**src/rtl/mpe_pkg.sv**
```systemverilog
// Shared widths, codes and handshake types for the midpoint ellipse outline unit.
// Used by the controller, the datapath and the top level; depends on nothing.
package mpe_pkg;

   // Coordinate width of the centre; everything else is derived from it
   localparam int COORD_BITS = 12;
   localparam int RAD_BITS   = COORD_BITS - 1;
   localparam int SQ_BITS    = 2 * RAD_BITS;
   localparam int OUT_BITS   = COORD_BITS + 2;
   localparam int MUL_BITS   = 2 * COORD_BITS + 1;
   localparam int PROD_BITS  = 2 * MUL_BITS;
   localparam int DEC_BITS   = 4 * COORD_BITS + 4;

   // Request payload layout, lowest field first
   localparam int CX_LSB         = 0;
   localparam int CY_LSB         = COORD_BITS;
   localparam int RX_LSB         = 2 * COORD_BITS;
   localparam int RY_LSB         = 2 * COORD_BITS + RAD_BITS;
   localparam int REQ_FIELD_BITS = 2 * COORD_BITS + 2 * RAD_BITS;
   localparam int REQ_DATA_BITS  = ((REQ_FIELD_BITS + 7) / 8) * 8;

   // Response payload layout, lowest field first
   localparam int RSP_FIELD_BITS = 4 * OUT_BITS;
   localparam int RSP_DATA_BITS  = ((RSP_FIELD_BITS + 7) / 8) * 8;

   // Request kinds carried on req_tuser
   localparam logic OP_START = 1'b0;
   localparam logic OP_STEP  = 1'b1;

   typedef enum logic [4:0] {
      ST_IDLE,
      ST_RX_SQ,
      ST_RY_SQ,
      ST_A2_RY,
      ST_D_INIT,
      ST_R1_P1,
      ST_R1_P2,
      ST_R1_TEST,
      ST_R1_ADD,
      ST_R1_FIN,
      ST_R2_SQX,
      ST_R2_MULB,
      ST_R2_SQY,
      ST_R2_DIFF,
      ST_R2_MULA,
      ST_R2_DINIT,
      ST_R2_MX,
      ST_R2_XSTEP,
      ST_R2_YSTEP,
      ST_EMIT
   } state_type;

   // Operand pairs for the shared multiplier
   typedef enum logic [3:0] {
      MUL_RX_RX,
      MUL_Y_Y,
      MUL_A2_Y,
      MUL_A2_2YM1,
      MUL_B2_2XP2,
      MUL_B2_2XP3,
      MUL_A2_2M2Y,
      MUL_SQ_2XP1,
      MUL_B2_PROD,
      MUL_YM1_SQ,
      MUL_A2_T,
      MUL_A2_3M2Y
   } mul_sel_type;

   // Register updates in the datapath
   typedef enum logic [3:0] {
      DP_NONE,
      DP_LOAD,
      DP_A2_LOAD,
      DP_B2_INIT,
      DP_D_SUB4,
      DP_T_LOAD,
      DP_D_ADD4_FLAG,
      DP_R1_FINISH,
      DP_D_LOAD,
      DP_T_SUBB2,
      DP_D_ADD4,
      DP_R2_XSTEP,
      DP_R2_YSTEP,
      DP_EMIT
   } dp_op_type;

   typedef struct packed {
      mul_sel_type mul_sel;
      dp_op_type   dp_op;
   } mpe_cmd_type;

   typedef struct packed {
      logic cmp_gt;    // region one test: a^2*(2y-1) > b^2*(2x+2)
      logic y_zero;    // current y offset is zero
      logic rsp_free;  // output register can take a point this cycle
   } mpe_status_type;

endpackage

```
**src/rtl/mpe_ctrl.sv**
```systemverilog
// Sequencer for the midpoint ellipse outline unit: walks the multiply and
// update steps of one request. Depends on mpe_pkg.
module mpe_ctrl (
   input  logic                    clock,
   input  logic                    reset,
   input  logic                    req_tvalid,
   output logic                    req_tready,
   input  logic                    req_op,
   input  mpe_pkg::mpe_status_type status,
   output mpe_pkg::mpe_cmd_type    cmd
);
   import mpe_pkg::*;

   state_type state_ff, state_in;
   logic      active_ff, active_in;
   logic      region_ff, region_in;
   logic      accept;

   assign req_tready = (state_ff == ST_IDLE);
   assign accept     = req_tvalid && req_tready;

   // Hold state and outline flags
   always_ff @(posedge clock) begin
      if (reset) begin
         state_ff  <= ST_IDLE;
         active_ff <= 1'b0;
         region_ff <= 1'b0;
      end else begin
         state_ff  <= state_in;
         active_ff <= active_in;
         region_ff <= region_in;
      end
   end

   // Choose next state and issue commands
   always_comb begin
      state_in    = state_ff;
      active_in   = active_ff;
      region_in   = region_ff;
      cmd.mul_sel = MUL_RX_RX;
      cmd.dp_op   = DP_NONE;
      unique case (state_ff)
         ST_IDLE: begin
            if (accept) begin
               if (req_op == OP_START) begin
                  cmd.dp_op = DP_LOAD;
                  active_in = 1'b1;
                  region_in = 1'b0;
                  state_in  = ST_RX_SQ;
               end else if (active_ff) begin
                  state_in = region_ff ? ST_R2_MX : ST_R1_P1;
               end
            end
         end
         ST_RX_SQ: begin
            cmd.mul_sel = MUL_RX_RX;
            state_in    = ST_RY_SQ;
         end
         ST_RY_SQ: begin
            cmd.mul_sel = MUL_Y_Y;
            cmd.dp_op   = DP_A2_LOAD;
            state_in    = ST_A2_RY;
         end
         ST_A2_RY: begin
            cmd.mul_sel = MUL_A2_Y;
            cmd.dp_op   = DP_B2_INIT;
            state_in    = ST_D_INIT;
         end
         ST_D_INIT: begin
            cmd.dp_op = DP_D_SUB4;
            state_in  = ST_EMIT;
         end
         ST_R1_P1: begin
            cmd.mul_sel = MUL_A2_2YM1;
            state_in    = ST_R1_P2;
         end
         ST_R1_P2: begin
            cmd.mul_sel = MUL_B2_2XP2;
            cmd.dp_op   = DP_T_LOAD;
            state_in    = ST_R1_TEST;
         end
         ST_R1_TEST: begin
            // Stay in region one or set up region two
            if (status.cmp_gt) begin
               cmd.mul_sel = MUL_B2_2XP3;
               state_in    = ST_R1_ADD;
            end else begin
               region_in = 1'b1;
               state_in  = ST_R2_SQX;
            end
         end
         ST_R1_ADD: begin
            cmd.mul_sel = MUL_A2_2M2Y;
            cmd.dp_op   = DP_D_ADD4_FLAG;
            state_in    = ST_R1_FIN;
         end
         ST_R1_FIN: begin
            cmd.dp_op = DP_R1_FINISH;
            state_in  = ST_EMIT;
         end
         ST_R2_SQX: begin
            cmd.mul_sel = MUL_SQ_2XP1;
            state_in    = ST_R2_MULB;
         end
         ST_R2_MULB: begin
            cmd.mul_sel = MUL_B2_PROD;
            state_in    = ST_R2_SQY;
         end
         ST_R2_SQY: begin
            cmd.mul_sel = MUL_YM1_SQ;
            cmd.dp_op   = DP_D_LOAD;
            state_in    = ST_R2_DIFF;
         end
         ST_R2_DIFF: begin
            cmd.dp_op = DP_T_SUBB2;
            state_in  = ST_R2_MULA;
         end
         ST_R2_MULA: begin
            cmd.mul_sel = MUL_A2_T;
            state_in    = ST_R2_DINIT;
         end
         ST_R2_DINIT: begin
            cmd.dp_op = DP_D_ADD4;
            state_in  = ST_R2_MX;
         end
         ST_R2_MX: begin
            cmd.mul_sel = MUL_B2_2XP2;
            state_in    = ST_R2_XSTEP;
         end
         ST_R2_XSTEP: begin
            cmd.mul_sel = MUL_A2_3M2Y;
            cmd.dp_op   = DP_R2_XSTEP;
            state_in    = ST_R2_YSTEP;
         end
         ST_R2_YSTEP: begin
            cmd.dp_op = DP_R2_YSTEP;
            state_in  = ST_EMIT;
         end
         ST_EMIT: begin
            // Hand the point to the output register; the final point ends the outline
            if (status.rsp_free) begin
               cmd.dp_op = DP_EMIT;
               if (status.y_zero) begin
                  active_in = 1'b0;
               end
               state_in = ST_IDLE;
            end
         end
         default: begin
            state_in = ST_IDLE;
         end
      endcase
   end

endmodule

```
**src/rtl/mpe_datapath.sv**
```systemverilog
// Datapath of the midpoint ellipse outline unit: offsets, squared radii,
// decision value, one shared multiplier and the output register. Depends on mpe_pkg.
module mpe_datapath (
   input  logic                                  clock,
   input  logic                                  reset,
   input  mpe_pkg::mpe_cmd_type                  cmd,
   output mpe_pkg::mpe_status_type               status,
   input  logic [mpe_pkg::COORD_BITS-1:0]        req_center_x,
   input  logic [mpe_pkg::COORD_BITS-1:0]        req_center_y,
   input  logic [mpe_pkg::RAD_BITS-1:0]          req_radius_x,
   input  logic [mpe_pkg::RAD_BITS-1:0]          req_radius_y,
   output logic                                  rsp_tvalid,
   input  logic                                  rsp_tready,
   output logic [mpe_pkg::RSP_FIELD_BITS-1:0]    rsp_fields,
   output logic                                  rsp_is_last
);
   import mpe_pkg::*;

   logic [COORD_BITS-1:0]      cx_ff, cx_in, cy_ff, cy_in;
   logic [RAD_BITS-1:0]        rx_ff, rx_in;
   logic [RAD_BITS-1:0]        x_ff, x_in, y_ff, y_in;
   logic [SQ_BITS-1:0]         a2_ff, a2_in, b2_ff, b2_in;
   logic signed [DEC_BITS-1:0] d_ff, d_in, t_ff, t_in, prod_ff;
   logic                       flag_ff, flag_in;
   logic                       rsp_valid_ff, rsp_valid_in;
   logic [OUT_BITS-1:0]        right_ff, right_in, left_ff, left_in;
   logic [OUT_BITS-1:0]        lower_ff, lower_in, upper_ff, upper_in;
   logic                       last_ff, last_in;

   logic [MUL_BITS-1:0]         xm, ym, am, bm, op_a, op_b;
   logic signed [MUL_BITS-1:0]  op_a_s, op_b_s;
   logic signed [PROD_BITS-1:0] prod_full;
   logic signed [DEC_BITS-1:0]  prod_x4, a2_ext, b2_ext;
   logic [OUT_BITS-1:0]         cx_ext, cy_ext, x_ext, y_ext;

   assign xm = MUL_BITS'(x_ff);
   assign ym = MUL_BITS'(y_ff);
   assign am = MUL_BITS'(a2_ff);
   assign bm = MUL_BITS'(b2_ff);

   // Select multiplier operands (modular arithmetic, read as two's complement)
   always_comb begin
      unique case (cmd.mul_sel)
         MUL_RX_RX: begin
            op_a = MUL_BITS'(rx_ff);
            op_b = MUL_BITS'(rx_ff);
         end
         MUL_Y_Y: begin
            op_a = ym;
            op_b = ym;
         end
         MUL_A2_Y: begin
            op_a = am;
            op_b = ym;
         end
         MUL_A2_2YM1: begin
            op_a = am;
            op_b = (ym << 1) - MUL_BITS'(1);
         end
         MUL_B2_2XP2: begin
            op_a = bm;
            op_b = (xm << 1) + MUL_BITS'(2);
         end
         MUL_B2_2XP3: begin
            op_a = bm;
            op_b = (xm << 1) + MUL_BITS'(3);
         end
         MUL_A2_2M2Y: begin
            op_a = am;
            op_b = MUL_BITS'(2) - (ym << 1);
         end
         MUL_SQ_2XP1: begin
            op_a = (xm << 1) + MUL_BITS'(1);
            op_b = (xm << 1) + MUL_BITS'(1);
         end
         MUL_B2_PROD: begin
            op_a = bm;
            op_b = prod_ff[MUL_BITS-1:0];
         end
         MUL_YM1_SQ: begin
            op_a = ym - MUL_BITS'(1);
            op_b = ym - MUL_BITS'(1);
         end
         MUL_A2_T: begin
            op_a = am;
            op_b = t_ff[MUL_BITS-1:0];
         end
         MUL_A2_3M2Y: begin
            op_a = am;
            op_b = MUL_BITS'(3) - (ym << 1);
         end
         default: begin
            op_a = am;
            op_b = bm;
         end
      endcase
   end

   assign op_a_s    = op_a;
   assign op_b_s    = op_b;
   assign prod_full = op_a_s * op_b_s;

   // Register every product before use
   always_ff @(posedge clock) begin
      prod_ff <= DEC_BITS'(prod_full);
   end

   assign prod_x4 = {prod_ff[DEC_BITS-3:0], 2'b00};
   assign a2_ext  = DEC_BITS'(a2_ff);
   assign b2_ext  = DEC_BITS'(b2_ff);

   assign cx_ext = OUT_BITS'(cx_ff);
   assign cy_ext = OUT_BITS'(cy_ff);
   assign x_ext  = OUT_BITS'(x_ff);
   assign y_ext  = OUT_BITS'(y_ff);

   // Apply the commanded register update
   always_comb begin
      cx_in    = cx_ff;
      cy_in    = cy_ff;
      rx_in    = rx_ff;
      x_in     = x_ff;
      y_in     = y_ff;
      a2_in    = a2_ff;
      b2_in    = b2_ff;
      d_in     = d_ff;
      t_in     = t_ff;
      flag_in  = flag_ff;
      right_in = right_ff;
      left_in  = left_ff;
      lower_in = lower_ff;
      upper_in = upper_ff;
      last_in  = last_ff;
      rsp_valid_in = rsp_valid_ff && !rsp_tready;
      unique case (cmd.dp_op)
         DP_NONE: begin
         end
         DP_LOAD: begin
            cx_in = req_center_x;
            cy_in = req_center_y;
            rx_in = req_radius_x;
            x_in  = '0;
            y_in  = req_radius_y;
         end
         DP_A2_LOAD: begin
            a2_in = prod_ff[SQ_BITS-1:0];
         end
         DP_B2_INIT: begin
            b2_in = prod_ff[SQ_BITS-1:0];
            d_in  = prod_x4 + a2_ext;
         end
         DP_D_SUB4: begin
            d_in = d_ff - prod_x4;
         end
         DP_T_LOAD: begin
            t_in = prod_ff;
         end
         DP_D_ADD4_FLAG: begin
            flag_in = !d_ff[DEC_BITS-1];
            d_in    = d_ff + prod_x4;
         end
         DP_R1_FINISH: begin
            if (flag_ff) begin
               d_in = d_ff + prod_x4;
               y_in = y_ff - RAD_BITS'(1);
            end
            x_in = x_ff + RAD_BITS'(1);
         end
         DP_D_LOAD: begin
            d_in = prod_ff;
         end
         DP_T_SUBB2: begin
            t_in = prod_ff - b2_ext;
         end
         DP_D_ADD4: begin
            d_in = d_ff + prod_x4;
         end
         DP_R2_XSTEP: begin
            if (d_ff[DEC_BITS-1]) begin
               d_in = d_ff + prod_x4;
               x_in = x_ff + RAD_BITS'(1);
            end
         end
         DP_R2_YSTEP: begin
            d_in = d_ff + prod_x4;
            y_in = y_ff - RAD_BITS'(1);
         end
         DP_EMIT: begin
            right_in     = cx_ext + x_ext;
            left_in      = cx_ext - x_ext;
            lower_in     = cy_ext + y_ext;
            upper_in     = cy_ext - y_ext;
            last_in      = (y_ff == '0);
            rsp_valid_in = 1'b1;
         end
         default: begin
         end
      endcase
   end

   // Hold the output valid flag
   always_ff @(posedge clock) begin
      if (reset) begin
         rsp_valid_ff <= 1'b0;
      end else begin
         rsp_valid_ff <= rsp_valid_in;
      end
   end

   // Hold payload registers
   always_ff @(posedge clock) begin
      cx_ff    <= cx_in;
      cy_ff    <= cy_in;
      rx_ff    <= rx_in;
      x_ff     <= x_in;
      y_ff     <= y_in;
      a2_ff    <= a2_in;
      b2_ff    <= b2_in;
      d_ff     <= d_in;
      t_ff     <= t_in;
      flag_ff  <= flag_in;
      right_ff <= right_in;
      left_ff  <= left_in;
      lower_ff <= lower_in;
      upper_ff <= upper_in;
      last_ff  <= last_in;
   end

   assign status.cmp_gt   = (t_ff > prod_ff);
   assign status.y_zero   = (y_ff == '0);
   assign status.rsp_free = !rsp_valid_ff || rsp_tready;

   assign rsp_tvalid  = rsp_valid_ff;
   assign rsp_fields  = {upper_ff, lower_ff, left_ff, right_ff};
   assign rsp_is_last = last_ff;

endmodule

```
**src/rtl/midpoint_ellipse_outline_unit.sv**
```systemverilog
// Top level of the midpoint ellipse outline unit: stream ports, payload
// packing, controller and datapath. Depends on mpe_pkg, mpe_ctrl and mpe_datapath.
//
// Usage:
//   The request channel (req_) carries a kind flag on req_tuser: start a new
//   ellipse from the centre and radii in req_tdata, or step to the next outline
//   point. A start returns the top point; each step returns the four mirrored
//   coordinates of the next point. rsp_tlast marks the final point (y offset 0),
//   after which steps return nothing until the next start. A step while idle
//   is taken and dropped.
//   Every request is stepped by the controller through one shared 25x25
//   multiplier whose product is registered before each use. A new request is
//   taken once the previous point sits in the output register, so a waiting
//   result does not block the next request.
//   When the receiver stalls, the point holds in the output register, and the
//   controller waits in its emit step with req_tready low when the next point
//   is ready. Reset (synchronous, active high) returns to idle with no outline
//   running and an empty output register.
module midpoint_ellipse_outline_unit (
   input  logic                                 clock,
   input  logic                                 reset,
   input  logic                                 req_tvalid,
   output logic                                 req_tready,
   // center_x, center_y, radius_x, radius_y, zero fill
   input  logic [mpe_pkg::REQ_DATA_BITS-1:0]    req_tdata,
   // operation
   input  logic                                 req_tuser,
   output logic                                 rsp_tvalid,
   input  logic                                 rsp_tready,
   // right_x, left_x, lower_y, upper_y
   output logic [mpe_pkg::RSP_DATA_BITS-1:0]    rsp_tdata,
   // is_last
   output logic                                 rsp_tlast
);
   import mpe_pkg::*;

   mpe_cmd_type               cmd;
   mpe_status_type            status;
   logic [RSP_FIELD_BITS-1:0] rsp_fields;

   mpe_ctrl u_ctrl (
      .clock      (clock),
      .reset      (reset),
      .req_tvalid (req_tvalid),
      .req_tready (req_tready),
      .req_op     (req_tuser),
      .status     (status),
      .cmd        (cmd)
   );

   mpe_datapath u_datapath (
      .clock        (clock),
      .reset        (reset),
      .cmd          (cmd),
      .status       (status),
      .req_center_x (req_tdata[CX_LSB +: COORD_BITS]),
      .req_center_y (req_tdata[CY_LSB +: COORD_BITS]),
      .req_radius_x (req_tdata[RX_LSB +: RAD_BITS]),
      .req_radius_y (req_tdata[RY_LSB +: RAD_BITS]),
      .rsp_tvalid   (rsp_tvalid),
      .rsp_tready   (rsp_tready),
      .rsp_fields   (rsp_fields),
      .rsp_is_last  (rsp_tlast)
   );

   // Pad the packed point to whole bytes
   assign rsp_tdata = RSP_DATA_BITS'(rsp_fields);

endmodule
```
**config.mk**
```make
export PLATFORM = sky130hd
export DESIGN_NAME = midpoint_ellipse_outline_unit
export DESIGN_NICKNAME = d
export VERILOG_FILES = /design/src/rtl/mpe_pkg.sv /design/src/rtl/mpe_ctrl.sv /design/src/rtl/mpe_datapath.sv /design/src/rtl/midpoint_ellipse_outline_unit.sv
export SDC_FILE = /design/constraint.sdc
export NUM_CORES = 2
export LEC_CHECK = 0
export BUFFER_PORTS_ARGS = -buffer_cell sky130_fd_sc_hd__buf_4
export CORE_MARGIN = 2
export CORE_UTILIZATION = 30
export DETAILED_ROUTE_END_ITERATION = 7
export SYNTH_ARGS = -nofsm -noshare
export SYNTH_HDL_FRONTEND = slang
export SYNTH_SLANG_ARGS = --single-unit
```
**constraint.sdc**
```tcl
create_clock -name clock -period 22.8 [get_ports clock]
set_input_delay 2.28 -clock clock [delete_from_list [all_inputs] [get_ports clock]]
set_output_delay 2.28 -clock clock [all_outputs]
set_load 0.1 [all_outputs]
```
; Word-level counts from Yosys, hierarchy flattened
; Index checks and enable logic that the tools add are counted.
[totals]
register_bits = 321
input_bits = 53
out_inout_bits = 59
wordCells = 151
[op_classes]
add_sub_neg = 17
n_mul = 1
order_cmp = 1
eq_ne = 51
muxes = 33
n_reduce_logical = 27
[ops]
columns = cell, n
row1 = $pmux W52 S6, 1
row2 = $pmux W25 S11, 1
row3 = $pmux W25 S5, 1
row4 = $mux W52, 2
row5 = $pmux W52 S2, 1
row6 = $pmux W5 S18, 1
row7 = $pmux W11 S3, 2
row8 = $add A52 B23 Y52, 1
row9 = $add A52 B52 Y52, 1
row10 = $gt A52 B50 Y1, 1
row11 = $pmux W4 S13, 1
row12 = $sub A52 B52 Y52, 1
row13 = $sub A50 B23 Y51, 1
row14 = $mul A25 B25 Y50, 1
row15 = $pmux W4 S11, 1
row16 = $eq A4 B4 Y1 const B, 10
row17 = $eq A5 B4 Y1 const B, 8
row18 = $eq A4 B3 Y1 const B, 8
row19 = $add A12 B11 Y13, 2
row20 = $add A12 B2 Y13 const B, 2
row21 = $sub A12 B11 Y13, 2
row22 = $sub A2 B12 Y13 const A, 2
row23 = $mux W5, 5
row24 = $mux W11, 2
row25 = other kinds (34), 72

; Longest topological paths before layout
[depth]
word_depth = 8
ltp_mapped = 43
depth_no_buf = 39

; By module
; A second synthesis with hierarchy kept.
[unflattened]
cells_unflattened = 5238
hier_area_um2 = 46477.1
[modules_own_cells]
columns = mod, instances, cells_per_inst, area_each_um2, seq_area_each_um2
row1 = mpe_datapath, 1, 5124, 45705.1, 8648.3
row2 = mpe_ctrl, 1, 114, 772.0, 140.1

; Worst setup path after synthesis
; Ideal clock, no wire load.
[synth_timing]
path_kind = reg-to-reg
start = register u_datapath.prod_ff[1]
end = register, netlist name u_datapath.prod_ff[49]
setup_time_ns = 0.128
t_arrival_ns = 9.739
t_required_ns = 22.672
setup_slack_ns = 12.933
stages_incl_launch_ff = 41
period_less_slack_ns = 9.867
cell_sequence = dfxtp_1 inv_1 ha_1 nor2b_1 o21a_1 o21a_1 o21a_1 a211oi_1 o221ai_2 or4b_4 nand3_4 nor2_4 buf_2 o21ai_1 buf_2 nand2_1 fa_1 inv_1 [... 5 more ...] fa_1 fa_1 inv_1 fa_1 inv_1 ha_1 clkbuf_1 a21oi_1 o21ai_0 o21ai_0 a21oi_1 a2111oi_0 o31a_1 o211ai_1 a31oi_1 o31ai_1 mux2i_1 nand4_1
[synth_via]
elab_chain_len = 7
[synth_lines]
columns = element, line_no
row1 = start: declaration, mpe_datapath.sv:23  ; logic signed [DEC_BITS-1:0] d_ff, d_in, t_ff, t_in, prod_ff;
row2 = start signal: assignment, mpe_datapath.sv:105  ; prod_ff <= DEC_BITS'(prod_full);
row3 = $gt A52 B50 Y1, mpe_datapath.sv:229  ; assign status.cmp_gt = (t_ff > prod_ff);
row4 = $mux W3, mpe_ctrl.sv:84  ; if (status.cmp_gt) begin
row5 = $pmux W4 S11, mpe_ctrl.sv:42  ; unique case (state_ff)
row6 = $eq A4 B1 Y1 (tied with other cells), mpe_datapath.sv:43  ; unique case (cmd.mul_sel)
row7 = $reduce_or A2 Y1 (no line) / $reduce_or A3 Y1 (equally long branches), -
row8 = $pmux W25 S11 / $pmux W25 S5 (equally long branches), mpe_datapath.sv:43
row9 = $mul A25 B25 Y50 (*), mpe_datapath.sv:101  ; assign prod_full = op_a_s * op_b_s;
row10 = via u_datapath.prod_full[49], mpe_datapath.sv:32  ; logic signed [PROD_BITS-1:0] prod_full;
; The timed path passes the listed nets; every way through them passes the cells marked *.
; A chain may end at the register's enable or synchronous reset.

; Worst setup path in the final report
[layout_timing]
start = register, netlist name u_datapath.prod_ff[49]
end = register, netlist name u_datapath.prod_ff[49]
[layout_via]
elab_chain_len = 7
[layout_lines]
columns = element, line_no
row1 = $gt A52 B50 Y1 (*), mpe_datapath.sv:229
row2 = $mux W3 (*), mpe_ctrl.sv:84
row3 = $pmux W4 S11 (*), mpe_ctrl.sv:42
row4 = $eq A4 B1 Y1 (tied with other cells), mpe_datapath.sv:43
row5 = $reduce_or A2 Y1 (no line) / $reduce_or A3 Y1 (equally long branches), -
row6 = $pmux W25 S11 / $pmux W25 S5 (equally long branches), mpe_datapath.sv:43
row7 = $mul A25 B25 Y50 (*), mpe_datapath.sv:101
row8 = via u_datapath.prod_full[49], mpe_datapath.sv:32
; Marked as above.

==> out/results.ini <==
[outcome]
status=complete, no violations

[cts]
insertion_delay_ns=0.60
cts_tree=done
htree_num_levels=2
clock-sinks=312
cts_buffers=41
max-clock-path-buffers=3
postCtsHoldBufs=0
cts_resized=0
clk_pin_slew_ns=0.06
root_buffer=clkbuf_16
cts_setup_buffers=0

[sta]
final_max_slew_viol_count=0
skew_ns=0.03834
finalHoldViolCount=0
layout_worst_path_cycle_share=0.6090
final.min_clock_period_ns=13.89
setup_violations=0
clock.fmax_ghz=0.07202
tns_ns=0
relSlewSlack=0.1435
grt_setup_unrepaired=false
worstMarginPinSlew_ns=1.285

[global_route]
grt_pass1_wl_um=234600
grt_pass1_vias=38800
grt_max_degree=52
antenna_found_initial=2
track_usage=0.1914
gr-total-overflow=0

[floorplanning]
die_area_um2=158100
die_w_um=397.7
initial_core_util=0.3018
std_cell_rows=144
die_y_um=397.7
core_um2=154000
ios=112

[worst_setup_path]
cpPeakStageDelay_ns=1.10
critPathLaunchType=flip-flop
cp_max_fo=25
crit_path_top_delay_cell=a2111oi_1
end_kind=flip-flop
crit_path_frequent_cell=fa_1
cp.required_ns=23.24
arrival_ns=14.33
crit_type=flip-flop to flip-flop

[synth]
synth_top_area_frac=0.2721
yosysWarnings=0
ys_types=98
synth_flop_cell=edfxtp_1
ys_seq_elements=312
synth_edf_count=254
syn-instance-count=5146
postSynth.asyncResetShare=0
yosys.area.top_type=fa_1
synth_area_leaders=fa_1, edfxtp_1, ha_1
ys_seq_area_frac=0.1890
syn_area_um2=46490
syn_avg_cell_area_um2=9.035

[route]
vias_per_cell=5.303
first_pass_iters=6
drt_drc_violations_left=0
final_antenna_net_count=0
wl_per_cell_um=21.09
vias=38390
routed_wl_um=152700
drt_iter0_drc=3638

[min_path]
hp-class=flip-flop to flip-flop

[layout]
layout-drive-gt1-share=0.07238
syn_to_final_growth_pct=10.04
mostFrequentLayoutCells=inv_1, fa_1, nand2_1, nor2_1, ha_1
final_net_count=6228
final_common_cell=inv_1
antenna_cells=0

[place]
numPortBuffers=107
globalplace.congestion=0.9816
dp_hpwl_um=120200

[flow_run]
cap_viol_max_count=0

state kept, by name (all words and copies together), names as in the netlist, 5 cells and up:
name,cells
u_datapath.a2_ff,22
u_datapath.d_ff,50
u_datapath.b2_ff,22
u_datapath.cx_ff,12
u_datapath.x_ff,11
u_datapath.lower_ff,13
u_datapath.upper_ff,12
u_datapath.left_ff,12
u_datapath.cy_ff,12
u_datapath.right_ff,13
u_ctrl.state_ff,5
u_datapath.prod_ff,50
u_datapath.t_ff,51
u_datapath.y_ff,11
u_datapath.rx_ff,11
path summary, 6_finish.rpt:
kind / from / endpoint / slack, ns / cells after the start
setup / recovery: u_datapath.prod_ff[49]$_DFF_P_ / u_datapath.prod_ff[49]$_DFF_P_ / 8.91 / 36
hold / removal: u_ctrl.active_ff$_SDFFE_PP0P_ / u_ctrl.active_ff$_SDFFE_PP0P_ / 0.49 / 2
setup reg to reg: u_datapath.prod_ff[49]$_DFF_P_ / u_datapath.prod_ff[49]$_DFF_P_ / 8.91 / 36
hold reg to reg: u_ctrl.active_ff$_SDFFE_PP0P_ / u_ctrl.active_ff$_SDFFE_PP0P_ / 0.49 / 2
cells by family (layout without fill, tap and decap cells):
family / Yosys count / in the layout / synth area share
muxes: 16 / 16 / 0.003606
other: 1 / 2 / 0.00008066
DFF: 312 / 312 / 0.1890
and+or+nand+nor: 1296 / 1296 / 0.1271
buffers and inverters: 1123 / 1171 / 0.09314
AOI/OAI and AO/OA: 1178 / 1178 / 0.1737
xor gates and xnor gates: 210 / 210 / 0.03956
adders and majority gates: 1010 / 1010 / 0.3739
cells in the mapped netlist, drive strengths merged, types with 38 or more instances:
library cell and n:
a211oi 38, nor2 393, a21o 89, nand2b 53, a22o 47, o21ai 250
edfxtp 254, xnor2 162, fa 632, nand2 455, xor2 48, clkbuf 172
o21bai 47, a21oi 291, nand4 41, nor2b 53, a22oi 87, and2 50
nor3 74, dfxtp 58, nand3 68, inv 870, buf 78, ha 378
through the flow:
stage	setup slack, ns	std cells	hold slack, ns	cell area (µm²)	utilization
detailed placement	9.246	7166	0.4622	49840	0.3235
global route	8.875	7239	0.5152	51160	0.3321
CTS	9.202	7239	0.4839	51160	0.3321
finish	8.915	7239	0.4864	51160	0.3321
global placement	9.367	7166	0.4594	49840	0.3235
floorplan	12.93	5147	0.4447	46500	-
critical path, delay by kind of cell, from the launching register on:
family	cells	cell delay (ns)
compound gates	10	3.82
buf+inv	6	0.80
flops	1	0.64
mux	1	0.18
fa+ha+maj	9	4.45
simple gates	10	3.80
area by class of cell:
class | instances | area [µm²]
clock buffers | 52 | 1099
clock inverters | 21 | 225.2
fillers | 16000 | 102900
inverters | 873 | 3277
multi-input cells | 3712 | 33530
flip-flops and latches | 312 | 8788
well taps | 2044 | 2557
repair buffers | 225 | 1689
per-layer routing:
layer / vias to the layer above / part of all wire / GRT usage
li1: 17230 / - / -
met1: 19300 / 0.43 / 0.2637
met2: 1585 / 0.46 / 0.3098
met3: 276 / 0.070 / 0.02336
met4: 0 / 0.038 / 0.06548
met5: - / 0 / 0
Power is not shown: default switching activity piles up to over one toggle a cycle in this logic, so the estimate is an artifact.
